==> config.mk <==
export PLATFORM = sky130hd
export DESIGN_NAME = lsng_sqrt
export DESIGN_NICKNAME = d
export VERILOG_FILES = /design/src/rtl/lsng_sqrt.sv
export SDC_FILE = /design/constraint.sdc
export NUM_CORES = 1
export LEC_CHECK = 0
export BUFFER_PORTS_ARGS = -buffer_cell sky130_fd_sc_hd__buf_2
export CORE_MARGIN = 2
export CORE_UTILIZATION = 60
export DETAILED_ROUTE_END_ITERATION = 8
export PLACE_DENSITY = 0.8
export SLEW_MARGIN = 15
export SYNTH_ARGS = -nofsm -noshare
export SYNTH_HDL_FRONTEND = slang
export SYNTH_SLANG_ARGS = --single-unit
==> constraint.sdc <==
create_clock -name clk -period 8.4 [get_ports clk]
set_input_delay 1.68 -clock clk [delete_from_list [all_inputs] [get_ports clk]]
set_output_delay 1.68 -clock clk [all_outputs]
set_load 0.02 [all_outputs]
==> src/rtl/lsng_sqrt.sv <==
module lsng_sqrt (
	input  logic        clk,
	input  logic        arst_n,
	input  logic        start,
	input  logic [63:0] x,
	output logic        done,
	output logic [63:0] res
);

	// digit-by-digit root, two radicand bits per cycle
	logic [63:0] x_q, r_q, bit_q;
	logic        busy_q, done_q;
	logic [63:0] rb, r_nx;
	logic        ge;

	always_comb begin
		rb   = r_q + bit_q;
		ge   = x_q >= rb;
		r_nx = ge ? ((r_q >> 1) + bit_q) : (r_q >> 1);
	end

	always_ff @(posedge clk or negedge arst_n) begin
		if (!arst_n) begin
			busy_q <= 1'b0;
			done_q <= 1'b0;
		end else begin
			done_q <= !start && busy_q && bit_q[0];
			if (start)
				busy_q <= 1'b1;
			else if (busy_q && bit_q[0])
				busy_q <= 1'b0;
		end
	end

	always_ff @(posedge clk) begin
		if (start) begin
			x_q   <= x;
			r_q   <= '0;
			bit_q <= 64'h4000_0000_0000_0000;
		end else if (busy_q) begin
			if (ge)
				x_q <= x_q - rb;
			r_q   <= r_nx;
			bit_q <= bit_q >> 2;
		end
	end

	assign done = done_q;
	assign res  = r_q;

endmodule

==> flow_summary.toml <==
[outcome]
status = "completed"

[detailed_routing]
drc_errors = 0
drtPass1Iterations = 6
antenna_left = 0
drt-initial-drc-count = 1608
routed_wl_um = 47300
via_count = 15423
routedWlPerCell_um = 20.1
viasPerCell = 6.56

[global_route]
use_met1_pct = 45.5
grt_pass1_wl_um = 74300
use_met3_pct = 5.45
grt-busiest-layer = "met2"
antenna_found_initial = 0
grt_usage_pct = 34.8
grt_util_met2_pct = 56.9
grt_overflow = 0
grt_max_degree = 105
first_global_vias = 14270

[worst_setup_path]
max_stage_delay_ns = 0.77
path_common_cell = "o21ai_0"
worst-r2r-cell-count = 20
cp-start-kind = "flop"
regToRegEndpoint = "x_q[34]"
worst_path_max_delay_cell = "nand2_2"
cp-end-kind = "flop"
critPathTopFamily = "compound AO/OA/AOI/OAI gates"
rr_startpoint = "res[26]"
required_ns = 8.53
cp_cell_sequence = "ha_1, a31oi_1, o21a_1, o21ai_0, a221o_1, o211a_1, or3_1, a31oi_1, o21ai_0, xnor2_1, ha_1, nand2_1, o21ai_0, a21oi_1, o31ai_1, nor3_1, a211o_2, nand2b_1, nand2_2, buf_4"
worstPathArrival_ns = 7.18
r2r_slack_ns = 1.35
crit_fanout = 38
worst-path-buf-inv = 1
path_class = "flop to flop"

[timing]
period_share_pct = 83.9
maxSlewHeadroom_pct = 28.4
setup-violations-final = 0
hold_slack_ns = 0.543
finalCriticalPeriod_ns = 7.05
worst_slack_ns = 1.35
slew_violations = 0
max_clock_freq_ghz = 0.142
hold_violations = 0
worst_pin_slew_ns = 1.07
skew_ns = 0.0198
finalSetupTns_ns = 0
rsz0062_at_grt = "false"

[power]
power.density_nw_per_um2 = 303
p_int_mw = 2.70
finalPower_mw = 5.03
pwr-share-comb_pct = 58.9
p_switching_mw = 2.33
p_seq_share_pct = 24.8
irDropWorstVdd_mv = 0.398
clockPowerShare_pct = 16.3
swShare_pct = 46.4
p_leak_nw = 6.87

[place]
place_area_um2 = 16000
place_ws_ns = 1.48
port_buffers = 131
place.gp.congestion = 0.989
dp.cells = 2318
dp_hpwl_um = 36000

[synthesis]
synth_top_area_cell = "dfxtp_1"
ys_types = 74
async_reset_ff_share_pct = 1.23
synth_top_area_share_pct = 12.6
synth-edff-count = 64
syn_area_per_cell_um2 = 7.80
synth_cells = 1962
syn-cell-area_um2 = 15300
yosysWarnings = 0
synth_ff_type = "dfxtp_1"
ys_seq_area_share_pct = 25.4
synth_area_leaders = "dfxtp_1 (13%), edfxtp_1 (13%), ha_1 (11%)"
synth_nets = 2160
synth_seq_cells = 162

[floorplan]
die_x_um = 164
initial_core_util_pct = 60.9
rows = 58
num_io_pins = 132
die_y_um = 164
dieArea_um2 = 26800
core_area_um2 = 25100

[layout]
utilization_pct = 66.0
n_antenna_cell = 0
drive_above_1_share_pct = 10.3
area_delta_synth_final_pct = 8.30
instances_no_fill = 2350
design_area_um2 = 16600
final_cell_mix = "nor2_1 (223), nand2_1 (206), o21ai_0 (147)"
nNetsFinal = 2205
layout_commonest_cell = "nor2_1"

[min_path]
hold_path.startpoint = "res[0]"
hold_path_depth = 2
holdCritPathClass = "flop to flop"
hold_end = "res[0]"

[clock_network]
cts_hold_buf = 0
cts-root-buf = "clkbuf_16"
cts-buffers-inserted = 17
cts_tree = "done"
clkLatencyLatePin_ns = 0.45
cts_setup_buffers = 0
clk_path_buf_depth = 2
clkSlewWorstSetupHoldPaths_ns = 0.07
cts_resized = 0
clkSinkCount = 162
cts.htree.levels = 4

[job]
cap_violations = 0
-- area by class of cell --
type / count / area (um2)
fill: 2271 / 8540
clock inverter: 11 / 126
timing repair buffer: 139 / 722
clock buffer: 21 / 462
inverter: 42 / 158
multi-input combinational: 1645 / 10800
sequential: 162 / 3900
tap: 330 / 413
-- cell families after synthesis --
| kind of cell | Yosys count | share of synthesized area [%] |
|---|---|---|
| multiplexers | 51 | 3.37 |
| flip-flops | 162 | 25.4 |
| buffers and inverters | 155 | 4.04 |
| adder cells (fa/ha/maj) | 131 | 10.8 |
| AND/OR/NAND/NOR | 674 | 20.4 |
| XOR/XNOR | 145 | 8.30 |
| AO/OA/AOI/OAI | 644 | 27.7 |
-- worst reg2reg max path, delay by kind of cell, from the launching register on --
kind                       cells  cell delay [ns]
AOI/OAI and AO/OA             11             3.22
and+or+nand+nor                5             1.64
adders and majority gates      2             0.80
DFF                            1             0.51
buffers and inverters          1             0.41
xor gates and xnor gates       1             0.16
-- registers in the layout, summed over array words and instances (netlist names) --
register and count:
res 64, done 1, busy_q 1, x_q 64, bit_q 32
-- synthesized netlist by cell type (all sizes together) (11+ instances only) --
| cell type | instances |
|---|---|
| nor2 | 223 |
| nand4 | 55 |
| ha | 130 |
| xor2 | 60 |
| nor4 | 14 |
| clkbuf | 98 |
| a21oi | 133 |
| nor2b | 13 |
| buf | 15 |
| mux2i | 47 |
| xnor2 | 85 |
| a21o | 50 |
| or3 | 22 |
| a311oi | 16 |
| dfxtp | 96 |
| o31ai | 27 |
| edfxtp | 64 |
| nor3 | 27 |
| a31o | 20 |
| o21ai | 147 |
| a31oi | 53 |
| o21a | 21 |
| inv | 42 |
| nand2 | 207 |
| a211oi | 49 |
| o21bai | 30 |
| o211ai | 11 |
| nand3 | 35 |
| and2 | 18 |
| and3 | 17 |
-- power groups by stage --
| stage | logic [mW] | registers (mW) | clock network (mW) |
|---|---|---|---|
| floorplan | 2.32 | 1.23 | 0 |
| global placement | 2.85 | 1.26 | 0 |
| detailed placement | 2.89 | 1.25 | 0 |
| CTS | 2.91 | 1.24 | 0.826 |
| global route | 3.27 | 1.26 | 0.859 |
| finish | 2.96 | 1.25 | 0.821 |
-- how the worst max path moves through the flow --
stage | to | from | depth (start not counted) | slack, ns
CTS | x_q[34] | res[2] | 19 | 1.47
finish | x_q[34] | res[26] | 20 | 1.35
global placement | x_q[34] | res[2] | 19 | 1.68
detailed placement | x_q[34] | res[2] | 19 | 1.48
global route | x_q[34] | res[2] | 19 | 0.98
floorplan | x_q[0] | res[2] | 22 | 1.61
-- per-layer routing --
layer	up-vias	part of all wire [%]
met2	651	46
met3	127	6.9
met4	0	4.5
met5	-	0
met1	7244	43
li1	7401	-
(Power assumes the default switching activity.)
